==> src/sv/csr_pkg.sv <==
// shared types and constants of the shape rasterizer
`timescale 1ns / 1ps
package csr_pkg;

  // coordinate width, wide enough for origin plus extent
  localparam int CW = 18;

  // command codes
  localparam logic [3:0] K_POINT = 4'd0;
  localparam logic [3:0] K_LINE  = 4'd1;
  localparam logic [3:0] K_RECT  = 4'd2;
  localparam logic [3:0] K_RFILL = 4'd3;
  localparam logic [3:0] K_CIRC  = 4'd4;
  localparam logic [3:0] K_CFILL = 4'd5;
  localparam logic [3:0] K_COLOR = 4'd6;
  localparam logic [3:0] K_CLEAR = 4'd7;
  localparam logic [3:0] K_OVL   = 4'd8;

  // memory word: drawn flag over rgb, cleared to white and undrawn
  localparam logic [24:0] CLEAR_WORD = 25'h0FFFFFF;

  // one run of pixels along a row (horiz) or a column
  typedef struct packed {
    logic                 horiz;
    logic signed [CW-1:0] fixed;
    logic signed [CW-1:0] lo;
    logic signed [CW-1:0] hi;
  } span_t;

  typedef enum logic [1:0] {
    SP_IDLE,
    SP_CHK,
    SP_RUN
  } sp_state_t;

  typedef enum logic [4:0] {
    S_CLEAR,
    S_IDLE,
    S_POINT,
    S_LSET,
    S_LINE,
    S_RECT,
    S_RFSET,
    S_RFILL,
    S_CSQ,
    S_CKGO,
    S_CKW,
    S_CI,
    S_CJGO,
    S_CJW,
    S_COUT,
    S_OVL,
    S_OVLD,
    S_WAIT,
    S_RESP
  } seq_state_t;

endpackage

==> src/sv/csr_span.sv <==
// clipped span walker, writes one pixel per cycle into the canvas memory
`timescale 1ns / 1ps
module csr_span
  import csr_pkg::*;
#(
  parameter int CANVAS_WIDTH  = 320,
  parameter int CANVAS_HEIGHT = 240,
  parameter int ADDR_W        = 17
) (
  input  logic              clk,
  input  logic              rst_n,
  input  logic              go,
  input  span_t             cmd,
  input  logic [23:0]       pen,
  output logic              idle,
  output logic              wr_en,
  output logic [ADDR_W-1:0] wr_addr,
  output logic [24:0]       wr_data
);

  localparam logic signed [CW-1:0] W_S = CW'(CANVAS_WIDTH);
  localparam logic signed [CW-1:0] H_S = CW'(CANVAS_HEIGHT);

  sp_state_t            st_r, st_nxt;
  span_t                c_r;
  logic signed [CW-1:0] cur_r, cur_nxt;
  logic signed [CW-1:0] end_r, end_nxt;
  logic signed [CW-1:0] flim, rlim, lo_c, hi_c, px, py;
  logic                 fix_ok;

  // clip limits of the latched span
  always_comb begin
    flim   = c_r.horiz ? H_S : W_S;
    rlim   = c_r.horiz ? W_S : H_S;
    lo_c   = (c_r.lo < 0) ? '0 : c_r.lo;
    hi_c   = (c_r.hi > rlim - 1) ? rlim - 1 : c_r.hi;
    fix_ok = (c_r.fixed >= 0) && (c_r.fixed < flim);
  end

  // next state
  always_comb begin
    st_nxt  = st_r;
    cur_nxt = cur_r;
    end_nxt = end_r;
    unique case (st_r)
      SP_IDLE: begin
        if (go) begin
          st_nxt = SP_CHK;
        end
      end
      SP_CHK: begin
        cur_nxt = lo_c;
        end_nxt = hi_c;
        st_nxt  = (fix_ok && (lo_c <= hi_c)) ? SP_RUN : SP_IDLE;
      end
      SP_RUN: begin
        if (cur_r == end_r) begin
          st_nxt = SP_IDLE;
        end else begin
          cur_nxt = cur_r + 1'b1;
        end
      end
      default: st_nxt = SP_IDLE;
    endcase
  end

  always_ff @(posedge clk) begin
    if (!rst_n) begin
      st_r <= SP_IDLE;
    end else begin
      st_r <= st_nxt;
    end
  end

  // span payload
  always_ff @(posedge clk) begin
    if (st_r == SP_IDLE && go) begin
      c_r <= cmd;
    end
    cur_r <= cur_nxt;
    end_r <= end_nxt;
  end

  // pixel address row times width plus column
  always_comb begin
    px = c_r.horiz ? cur_r : c_r.fixed;
    py = c_r.horiz ? c_r.fixed : cur_r;
  end

  assign idle    = (st_r == SP_IDLE);
  assign wr_en   = (st_r == SP_RUN);
  assign wr_addr = ADDR_W'(ADDR_W'(py) * ADDR_W'(CANVAS_WIDTH) + ADDR_W'(px));
  assign wr_data = {1'b1, pen};

endmodule

==> config.mk <==
export PLATFORM = sky130hd
export DESIGN_NAME = csr_span
export DESIGN_NICKNAME = d
export VERILOG_FILES = /design/src/sv/csr_pkg.sv /design/src/sv/csr_span.sv
export SDC_FILE = /design/constraint.sdc
export NUM_CORES = 1
export LEC_CHECK = 0
export ABC_AREA = 1
export ABC_CLOCK_PERIOD_IN_PS = 6700
export BUFFER_PORTS_ARGS = -buffer_cell sky130_fd_sc_hd__buf_4
export CAP_MARGIN = 20
export CELL_PAD_IN_SITES_DETAIL_PLACEMENT = 0
export CELL_PAD_IN_SITES_GLOBAL_PLACEMENT = 1
export CORE_MARGIN = 2
export CORE_UTILIZATION = 42
export DETAILED_ROUTE_END_ITERATION = 10
export PLACE_DENSITY = 0.81
export RECOVER_POWER = 25
export SLEW_MARGIN = 20
export SYNTH_ARGS = -nofsm -noshare
export SYNTH_HDL_FRONTEND = slang
export SYNTH_SLANG_ARGS = --single-unit
==> constraint.sdc <==
create_clock -name clk -period 6.7 [get_ports clk]
set_input_delay 1.34 -clock clk [delete_from_list [all_inputs] [get_ports clk]]
set_output_delay 1.34 -clock clk [all_outputs]
set_load 0.005 [all_outputs]
==> impl_metrics.toml <==
[outcome]
status = "complete, no violations"

[clock_network]
htree_levels = 3
ctsRootBufferMaster = "clkbuf_16"
cts_hold_buffers = 0
cts.clk_slew.worst_paths_ns = 0.06
cts_resized = 0
cts_made_buffers = 9
numClockSinks = 93
clock_path_buffers = 2
cts_setup_buffers = 0
cts_tree = "yes"
worstSkewPairLatency_ns = 0.34

[synthesis]
yosysWarnings = 0
synthTopCellsByArea = "edfxtp_1 45%, ha_1 10%, nand2_1 9.7%"
syn_nets = 798
ys_types = 41
async_flop_share_pct = 0
ys_seq_elements = 93
synthCells = 664
yosysMostFrequentCell = "nand2_1"
synth_edf_count = 91
yosys-top-cells-count = "156 x nand2_1, 91 x edfxtp_1, 91 x inv_1, 50 x ha_1, 35 x o21ai_0"
synth_area_leader_cell = "edfxtp_1"
syn_area_sq_mm = 0.00605
avgSynthCellArea_sq_um = 9.11
synth_top_area_share_pct = 45.2
yosys_most_used_dff = "edfxtp_1"
seq_area_frac_synth_pct = 45.9

[setup_path]
r2r_start = "c_r[54]"
reg2reg_setup_slack_ns = 2.56
cp_max_fo = 22
timing.rr.end = "st_r[1]"
critPathLaunchType = "flip-flop"
crit_chain = "o21ai_0 > inv_1 > ha_1 > ha_1 > inv_1 > fa_1 > o21ai_0 > nand2_1 > nand2_1 > a21oi_1 > xnor2_1 > ha_1 > nand2_1 > nor2_1 > nand3_1 > nand4_1 > inv_1 > nand2_1 > nand2_1 > buf_4"
r2r_cells = 16
crit_cells = 20
endpoint = "wr_addr[16]"
required_ns = 5.36
cp_slowest_cell = "edfxtp_1"
cp_num_buf_inv = 4
crit_path_frequent_cell = "nand2_1"
slowest_delay_ns = 0.68
path_delay_family = "adder cells"
worstPathArrival_ns = 4.13
crit_start = "c_r[54]"
path_class = "reg -> out"
critPathCaptureType = "output port"

[floorplanning]
fp.dieW_um = 124
io_pins = 126
die_area_sq_mm = 0.0154
core_area_sq_mm = 0.0140
die_h_um = 124
rows = 43
initial_utilization_pct = 43.2

[layout]
fin_cells = 900
fill_cells = 1307
fin_nets = 849
drive_gt1_share_pct = 16.4
synthToLayoutAreaGrowth_pct = 14.9
regArea_sq_mm = 0.00277
diodes = 0
multi_input_area_sq_mm = 0.00266

[drt]
routedWlPerCell_um = 14.5
drt_pass1_iterations = 5
vias = 4496
drt_iter0_markers = 267
routed_wl_um = 13100
drtAntennaViolNets = 0
viasPerCell = 5.00
drc_errors = 0

[job]
cap_violations = 0

[grt]
grt_pass1_vias = 4458
grt_max_degree = 56
grt.overflow.total = 0
grt_pass1_wl_um = 20900
antenna_found_initial = 0
groute.usage.overall_pct = 17.8

[pwr]
leakagePower_uw = 0.00315
max-vdd-ir-drop_mv = 0.148
p_total_uw = 1670
power_density_mw_per_mm2 = 240

[timing]
maxSlewViolCount = 0
worst_slack_ns = 1.23
finalHoldViolCount = 0
maxSlewHeadroom_pct = 30.6
tns_ns = 0
rsz0062_at_grt = "no"
setup_viol = 0
worst_slew_pin_slew_ns = 1.04
fin_skew_ns = 0.00766
fmax_mhz = 183
min_period_ns = 5.47
fin_crit_sh_pct = 81.7

[place]
gp_congestion = 0.919
hpwlAfterDp_um = 10400
placed_cells = 884
port_buffers = 76
place_ws_ns = 1.55

[worst_hold_path]
hp-class = "reg -> reg"
worst reg2reg max path: stages, from the launching register on:
cell      delay [ns]
edfxtp_1        0.78
inv_1           0.39
buf_4           0.30
ha_1            0.31
nand4_1         0.10
nor3_1          0.06
o211ai_2        0.33
nand2_2         0.30
nand2_1         0.13
nand2_1         0.07
ha_1            0.30
nand2_1         0.08
nor4_1          0.46
nand3_1         0.13
nand2_1         0.12
nand3_1         0.08
a21oi_1         0.16
per-stage QoR:
step           util, %  cell area (sq um)  hold slack, ns
6_report          49.7               6950           0.465
5_1_grt           49.7               6950           0.486
4_1_cts           49.7               6950           0.471
3_5_place_dp      47.3               6620           0.458
3_3_place_gp      47.3               6620           0.461
2_1_floorplan        -               6050           0.443
layer usage:
layer | vias up | GRT usage [%] | routed length, um
met5 | - | 0 | 0
met4 | 0 | 6.81 | 344
met3 | 30 | 2.75 | 654
met2 | 135 | 31.9 | 6370
met1 | 2056 | 21.6 | 5700
li1 | 2275 | - | -
sequential cells by signal, indices dropped and copies added, names as in the netlist:
| signal | flops |
|---|---|
| c_r | 55 |
| cur_r | 18 |
| end_r | 18 |
| st_r | 2 |
how the worst min path moves through the flow:
stage	startpoint	endpoint	slack, ns	cells past startpoint
6_report	c_r[17]	end_r[17]	0.46	0
5_1_grt	c_r[17]	end_r[17]	0.49	0
4_1_cts	c_r[17]	end_r[17]	0.47	0
3_5_place_dp	c_r[17]	end_r[17]	0.46	0
3_3_place_gp	c_r[17]	end_r[17]	0.46	0
2_1_floorplan	st_r[0]	st_r[0]	0.44	1
power by group:
group / switching, uW / internal, uW
logic: 216 / 189
clock network: 201 / 361
registers: 22.4 / 677
total: 439 / 1230
cell usage in the layout, fill, tap and decap left out, types with 3 or more instances in the layout:
cell and n:
nand2_1 156, inv_1 91, edfxtp_1 91, ha_1 50, buf_4 42, clkbuf_4 37
o21ai_0 35, nor2_1 34, a21oi_1 29, xor2_1 23, nand3_1 19, xnor2_1 17
nand4_1 12, nor4_1 10, clkbuf_16 9, nor3_1 6, nand2_2 6, o21ai_1 6
clkinv_1 4, inv_2 4, nor2_4 4, o21a_1 3, or2_2 3, bufinv_16 3
cells by family (layout without fill, tap and decap cells):
logic type / after synthesis / in the layout / share of synthesized area, %
and+or+nand+nor: 259 / 259 / 19.4
buffers and inverters: 136 / 192 / 10.3
DFF: 93 / 93 / 45.9
AOI/OAI and AO/OA: 83 / 83 / 7.55
adders and majority gates: 52 / 52 / 11.0
xor gates and xnor gates: 40 / 40 / 5.79
other: 1 / 1 / 0.0620
cell type report:
type / count / share of cell area (%)
clock buffer: 10 / 3.30
inverter: 96 / 5.19
clock inverter: 6 / 1.46
tap: 180 / 3.24
sequential: 93 / 39.9
multi-input combinational: 435 / 38.3
timing repair buffer: 80 / 8.59
No activity file was read; power rests on OpenSTA's default activity.
