<file path="src/sv/csr_isqrt.sv">
// iterative integer square root of a 32-bit value, giving a 16-bit root
`timescale 1ns / 1ps
module csr_isqrt (
  input  logic        clk,
  input  logic        rst_n,
  input  logic        start,
  input  logic [31:0] val,
  output logic        done,
  output logic [15:0] root
);

  logic [31:0] v_r, v_nxt;
  logic [31:0] res_r, res_nxt;
  logic [31:0] bit_r, bit_nxt;
  logic [4:0]  cnt_r, cnt_nxt;
  logic        done_r, done_nxt;
  logic [31:0] trial;

  // one digit step of the remainder and root
  always_comb begin
    trial    = res_r + bit_r;
    v_nxt    = v_r;
    res_nxt  = res_r;
    bit_nxt  = bit_r;
    cnt_nxt  = cnt_r;
    done_nxt = 1'b0;
    if (start) begin
      v_nxt   = val;
      res_nxt = '0;
      bit_nxt = 32'h4000_0000;
      cnt_nxt = 5'd16;
    end else if (cnt_r != 5'd0) begin
      if (v_r >= trial) begin
        v_nxt   = v_r - trial;
        res_nxt = (res_r >> 1) + bit_r;
      end else begin
        res_nxt = res_r >> 1;
      end
      bit_nxt  = bit_r >> 2;
      cnt_nxt  = cnt_r - 5'd1;
      done_nxt = (cnt_r == 5'd1);
    end
  end

  // control state
  always_ff @(posedge clk) begin
    if (!rst_n) begin
      cnt_r  <= '0;
      done_r <= 1'b0;
    end else begin
      cnt_r  <= cnt_nxt;
      done_r <= done_nxt;
    end
  end

  // datapath
  always_ff @(posedge clk) begin
    v_r   <= v_nxt;
    res_r <= res_nxt;
    bit_r <= bit_nxt;
  end

  assign done = done_r;
  assign root = res_r[15:0];

endmodule

</file>
<file path="config.mk">
export PLATFORM = sky130hd
export DESIGN_NAME = csr_isqrt
export DESIGN_NICKNAME = d
export VERILOG_FILES = /design/src/sv/csr_isqrt.sv
export SDC_FILE = /design/constraint.sdc
export NUM_CORES = 1
export LEC_CHECK = 0
export ABC_AREA = 1
export BUFFER_PORTS_ARGS = -buffer_cell sky130_fd_sc_hd__buf_4
export CAP_MARGIN = 20
export CORE_MARGIN = 4
export CORE_UTILIZATION = 40
export CTS_CLUSTER_DIAMETER = 50
export DETAILED_ROUTE_END_ITERATION = 10
export HOLD_SLACK_MARGIN = 0.1
export PLACE_DENSITY = 0.6
export SLEW_MARGIN = 10
export SYNTH_ARGS = -nofsm -noshare
export SYNTH_HDL_FRONTEND = slang
export SYNTH_SLANG_ARGS = --single-unit
</file>
<file path="constraint.sdc">
create_clock -name clk -period 6.9 [get_ports clk]
set_clock_uncertainty 0.05 [all_clocks]
set_input_delay 0.345 -clock clk [delete_from_list [all_inputs] [get_ports clk]]
set_output_delay 0.345 -clock clk [all_outputs]
set_load 0.05 [all_outputs]
</file>
==> flow_summary.yaml, run 1 <==
worst_hold_path:
  hold_end: "cnt_r[4]"
  min_path_cells: 3
  hold_class: "in2reg"
  hp-start: "rst_n"
critical_path:
  critPathArrivalTime_ns: 4.92
  cp_max_fo: 36
  ff2ff_path_depth: 19
  crit_required_ns: 7.09
  reg2reg_to: "res_r[23]"
  start_kind: "register"
  cp-startpoint: "res_r[14]"
  path_class: "reg2reg"
  end_kind: "register"
  reg2reg_slack_ns: 2.17
  r2r-start: "res_r[14]"
drt:
  drcViolationCount: 0
  drtIter0Drc: 689
  met2WireLength_mm: 12.9
  antenna_left: 0
  firstDrtPassIters: 5
  dr_wl_met3_mm: 1.20
  viasPerCell: 5.21
  post_drt_wl_per_cell_um: 15.9
  wl_met1_mm: 13.3
  top_layer: "met4"
  vias: 9185
  routed_wl_mm: 28.0
yosys:
  synth-warning-count: 0
  synth_area_leaders: "nand2_1 20%, dfxtp_1 12%, edfxtp_1 11%"
  ys_types: 42
  seq_area_frac_synth_pct: 22.9
  synth_commonest_cells: "476 x nand2_1, 185 x inv_1, 150 x nand3_1, 125 x nor2_1, 69 x ha_1"
  synth_seq_cells: 86
  yosysMostFrequentCell: "nand2_1"
  syn_avg_cell_area_um2: 6.14
  netlist.area_leader.share_pct: 20.0
  synthFlopType: "dfxtp_1"
  syn_inst: 1454
  async_reset_ff_share_pct: 0
  yosysTopAreaCell: "nand2_1"
  synth_area_um2: 8930
  synth_edf_count: 32
  syn-num-nets: 1559
die:
  die_h_um: 157
  row_count: 54
  start_util_pct: 40.8
  dieArea_um2: 24800
  fp.coreArea_um2: 21900
  fp.dieW_um: 157
  io_pins: 52
global_route:
  grt_usage_pct: 22.7
  first_global_vias: 8723
  overflow: 0
  grt_max_degree: 42
  grt_first_pass_wirelength_mm: 44.6
  antenna_found_initial: 0
cts:
  cts_resized: 0
  cts.sink_count: 86
  insertion_delay_ns: 0.36
  tritoncts: "built"
  cts_setup_buffers: 0
  cts_buffers: 9
  cts_buffer_depth: 2
  cts.clk_slew.worst_paths_ns: 0.07
  h-tree-depth: 3
  root_buffer: "clkbuf_16"
  cts_hold_buf: 0
timing:
  finalCriticalPeriod_ns: 4.73
  worst_pin_slew_ns: 0.975
  drv_slew: 0
  max_freq_ghz: 0.212
  finalCritPeriodShare_pct: 68.5
  rsz0062_at_grt: "false"
  hold_viol: 0
  fin_tns_setup_ns: 0
  final-setup-viol-count: 0
  slew_headroom_pct: 34.6
run:
  drv_cap: 0
cells_and_area:
  final_cells: 1762
  drive_gt1_share_pct: 7.76
  final_nets: 1582
  n_antenna_cell: 0
  syn2layout_area_growth_pct: 9.15
power_and_ir_drop:
  irDropWorstVdd_uv: 175
  leakagePower_nw: 4.50
  power_density_nw_per_um2: 412
placement:
  post-dp-hpwl_mm: 22.5
  gp_congestion: 0.936
  port_buffers: 51
  placed_cells: 1746
status:
  status: "finished clean"
## metrics by stage
stage	total power [mW]	area [um2]	utilization, %	hold WS (ns)	setup WS [ns]
floorplan	2.87	8930	-	0.385	1.88
global placement	3.47	9430	43.1	0.431	2.01
detailed placement	3.49	9450	43.1	0.431	2.22
CTS	4.01	9750	44.5	0.136	2.19
global route	4.40	9750	44.5	0.147	1.74
finish	4.02	9750	44.5	0.155	2.17
## area by class of cell
class	count	area, um2
clock buffer	9	225
clock inverter	7	75.1
fill	2406	12100
inverter	189	709
multi-input combinational	1134	5900
sequential	86	2040
tap	280	350
timing repair buffer	57	440
## cell usage in the layout (no fill, tap or decap), types with 3 or more instances in the layout
| cell type | n |
|---|---|
| o21bai_1 | 6 |
| o21ai_1 | 8 |
| o211ai_1 | 4 |
| a21oi_2 | 4 |
| nor2_1 | 124 |
| buf_4 | 56 |
| or2_2 | 10 |
| nand4_1 | 19 |
| dfxtp_1 | 54 |
| o21ai_0 | 64 |
| xnor2_1 | 21 |
| edfxtp_1 | 32 |
| a21boi_0 | 3 |
| nand3_2 | 8 |
| ha_1 | 69 |
| and2_1 | 7 |
| a21oi_1 | 66 |
| nand2_2 | 7 |
| o21a_1 | 3 |
| xor2_1 | 23 |
| inv_8 | 3 |
| inv_1 | 185 |
| nor3_1 | 19 |
| clkbuf_16 | 9 |
| nand3b_1 | 7 |
| o22ai_1 | 15 |
| a21o_1 | 4 |
| nor2_4 | 3 |
| nand3_1 | 150 |
| nand2_1 | 476 |
## critical path, stage by stage (launching register included)
cell and delay [ns]:
dfxtp_1 0.60, ha_1 0.37, nand2_1 0.18, o21ai_0 0.16, a21oi_1 0.28, nand2_1 0.16, a21oi_1 0.18, xor2_1 0.22
ha_1 0.33, a21oi_1 0.20, o21ai_0 0.15, inv_1 0.08, nand2_1 0.11, a21oi_4 0.53, buf_4 0.36, nand2_4 0.28
nand2_1 0.17, nand2_1 0.06, nand2_1 0.05, nand2_1 0.07
## flip-flops by register name, indices dropped and copies added, names as in the netlist
name   flops
cnt_r      5
v_r       32
res_r     32
done       1
bit_r     16
## power breakdown
group / internal (mW) / switching [mW]
Clock: 0.257 / 0.249
Sequential: 0.745 / 0.158
Combinational: 0.892 / 1.72
Total: 1.89 / 2.12
## logic make-up (layout without fill, tap and decap cells)
family / Yosys count / in the layout / share of synthesized area [%]
AO/OA/AOI/OAI: 185 / 185 / 11.6
flip-flops: 86 / 86 / 22.9
adder cells (fa/ha/maj): 70 / 70 / 9.89
AND/OR/NAND/NOR: 835 / 835 / 40.1
XOR/XNOR: 44 / 44 / 4.32
buffers and inverters: 234 / 262 / 11.3
## routing by layer
layer  vias to the layer above  track usage (%)
met5                         -                0
met4                         0             6.96
met3                        35             1.84
met2                       219             37.6
met1                      4153             31.4
li1                       4778                -
## how the worst max path moves through the flow
stage                end  cells past startpoint
4_1_cts        res_r[23]                     19
5_1_grt        res_r[23]                     19
2_1_floorplan     v_r[0]                     20
3_3_place_gp     v_r[22]                     16
3_5_place_dp   res_r[15]                     19
6_report       res_r[23]                     19
No activity file was read; power rests on OpenSTA's default activity.
==> run 2: changes to the inputs <==
--- a/config.mk
+++ b/config.mk
@@ -5,7 +5,7 @@
 export SDC_FILE = /design/constraint.sdc
 export NUM_CORES = 1
 export LEC_CHECK = 0
-export ABC_AREA = 1
+export ABC_AREA = 0
 export BUFFER_PORTS_ARGS = -buffer_cell sky130_fd_sc_hd__buf_4
 export CAP_MARGIN = 20
 export CORE_MARGIN = 4
@@ -13,7 +13,7 @@
 export CTS_CLUSTER_DIAMETER = 50
 export DETAILED_ROUTE_END_ITERATION = 10
 export HOLD_SLACK_MARGIN = 0.1
-export PLACE_DENSITY = 0.6
+export PLACE_DENSITY = 0.63
 export SLEW_MARGIN = 10
 export SYNTH_ARGS = -nofsm -noshare
 export SYNTH_HDL_FRONTEND = slang
==> constraint.sdc (replaced) <==
create_clock -name clk -period 3.85 [get_ports clk]
set_clock_uncertainty 0.05 [all_clocks]
set_input_delay 0.1925 -clock clk [delete_from_list [all_inputs] [get_ports clk]]
set_output_delay 0.1925 -clock clk [all_outputs]
set_load 0.05 [all_outputs]
==> flow_summary.yaml, run 2 <==
status:
  status: "finished with violations"
  violations: "negative setup slack"
die:
  fp.coreArea_um2: 18100
  fp.dieW_um: 144
  die_h_um: 144
  start_util_pct: 40.9
  io_pins: 52
  row_count: 49
  dieArea_um2: 20700
cells_and_area:
  drive_gt1_share_pct: 32.9
  syn2layout_area_growth_pct: 43.5
  final_nets: 1258
  final_common_cell: "buf_4"
  fin_area_um2: 10600
  fillCellCount: 1571
  postLayoutCoreUtil_pct: 58.7
  n_antenna_cell: 0
  final_cell_mix: "229 x buf_4, 114 x nand2_1, 75 x nor2_1"
  reg.largest.list: "res_r x32, v_r x32, bit_r x16"
yosys:
  synth_edf_count: 32
  yosysTopAreaCell: "dfxtp_1"
  synth_seq_cells: 86
  seq_area_frac_synth_pct: 27.6
  synth_commonest_cells: "115 x nand2_1, 79 x nor2_1, 75 x a21oi_1, 69 x ha_1, 55 x o21ai_0"
  syn_inst: 919
  synthFlopType: "dfxtp_1"
  netlist.area_leader.share_pct: 14.6
  synth_area_um2: 7390
  yosysMostFrequentCell: "nand2_1"
  syn-num-nets: 1024
  synth_area_leaders: "dfxtp_1 15%, edfxtp_1 13%, ha_1 12%"
  ys_types: 70
  async_reset_ff_share_pct: 0
  synth-warning-count: 0
  syn_avg_cell_area_um2: 8.05
cts:
  cts.clk_slew.worst_paths_ns: 0.07
  insertion_delay_ns: 0.36
  cts.sink_count: 86
  tritoncts: "built"
  cts_buffers: 9
  cts_buffer_depth: 2
  root_buffer: "clkbuf_16"
  h-tree-depth: 3
critical_path:
  cp_max_fo: 7
  end_kind: "register"
  path_class: "reg2reg"
  start_kind: "register"
  ff2ff_path_depth: 20
  critPathArrivalTime_ns: 4.33
  crit_required_ns: 3.87
global_route:
  first_global_vias: 7469
  grt_first_pass_wirelength_mm: 36.6
  grt_usage_pct: 21.9
  overflow: 0
  grt_max_degree: 77
  antenna_found_initial: 0
drt:
  routed_wl_mm: 23.1
  post_drt_wl_per_cell_um: 16.6
  viasPerCell: 5.57
  antenna_left: 0
  vias: 7720
  drcViolationCount: 0
  drtIter0Drc: 430
  firstDrtPassIters: 5
timing:
  fin_tns_setup_ns: -26.40
  worst_pin_slew_ns: 0.867
  drv_slew: 0
  finalCritPeriodShare_pct: 112
  setup_ws_ns: -0.458
  final-setup-viol-count: 75
  rsz0062_at_grt: "true"
  slew_headroom_pct: 40.7
  max_freq_ghz: 0.232
  finalCriticalPeriod_ns: 4.31
  hold_viol: 0
placement:
  port_buffers: 51
  post-dp-hpwl_mm: 15.8
  pre_cts_ws_ns: -0.731
  place_area_um2: 9180
  gp_congestion: 0.909
power_and_ir_drop:
  leakagePower_nw: 4.34
  irDropWorstVdd_uv: 498
  power_density_nw_per_um2: 977
worst_hold_path:
  hold_class: "in2reg"
  min_path_cells: 3
run:
  drv_cap: 0
## run 2: worst max-delay path: stages, from the launching register on
cell and delay (ns):
dfxtp_4 0.35, ha_4 0.24, a211oi_2 0.19, a211oi_2 0.08, a21oi_2 0.19, o21ai_2 0.08, a31o_2 0.29, a311o_1 0.30
buf_4 0.17, nor4b_4 0.20, a211oi_1 0.07, ha_1 0.30, nand4_1 0.14, buf_4 0.18, nor4_4 0.16, and2_4 0.20
a211oi_4 0.05, buf_12 0.15, o21ai_4 0.29, buf_6 0.17, clkbuf_16 0.15
## run 2: what timing repair did
action	CTS	global route
setup endpoints to repair	78	83
pin swaps	55	40
buffers inserted	24	6
gates cloned	4	1
gates resized for setup	85	52
hold buffers	27	0
endpoints found under the hold margin	29	0
## run 2: layer usage
| metal | share of wire [%] | up-vias | global-route usage, % |
|---|---|---|---|
| li1 | - | 3851 | - |
| met1 | 44 | 3656 | 27.6 |
| met2 | 50 | 177 | 38.9 |
| met3 | 3.7 | 36 | 3.26 |
| met4 | 1.9 | 0 | 5.85 |
| met5 | 0 | - | 0 |
## run 2: metrics by stage
step | total power [mW] | instances | hold WS [ns]
final | 10.4 | 1387 | 0.0944
after global routing | 11.1 | 1387 | 0.124
after CTS | 9.87 | 1383 | 0.102
after detailed placement | 7.85 | 1313 | 0.380
after global placement | 7.80 | 1313 | 0.369
after floorplan | 5.63 | 919 | 0.260
## run 2: kinds of logic (layout without fill, tap and decap cells)
logic type	after synthesis	in the layout	synth area share, %
compound gates	304	304	27.3
fa+ha+maj	70	70	11.9
buf+inv	92	331	5.99
xor+xnor	63	63	7.46
flops	86	86	27.6
mux	10	10	1.40
simple gates	294	294	18.3
## run 2: cell type report
class	instances	area [um2]	area share [%]
inverter	32	120	1.13
timing repair buffer	283	2400	22.6
clock buffer	12	236	2.23
sequential	86	2060	19.4
clock inverter	4	71.3	0.672
multi-input combinational	741	5440	51.2
tap	229	287	2.70
## run 2: worst paths after layout
| kind | startpoint | to | slack, ns |
|---|---|---|---|
| worst max register to register | res_r[4] | v_r[7] | -0.46 |
| worst min register to register | bit_r[30] | bit_r[30] | 0.45 |
| worst max-delay path | res_r[4] | v_r[7] | -0.46 |
| worst min-delay path | val[23] | v_r[23] | 0.09 |
## run 2: report_power, final
part | internal, mW | total [mW] | switching, mW
Sequential | 1.39 | 1.63 | 0.239
Combinational | 3.74 | 7.78 | 4.04
Clock | 0.569 | 0.965 | 0.396
Total | 5.70 | 10.4 | 4.67
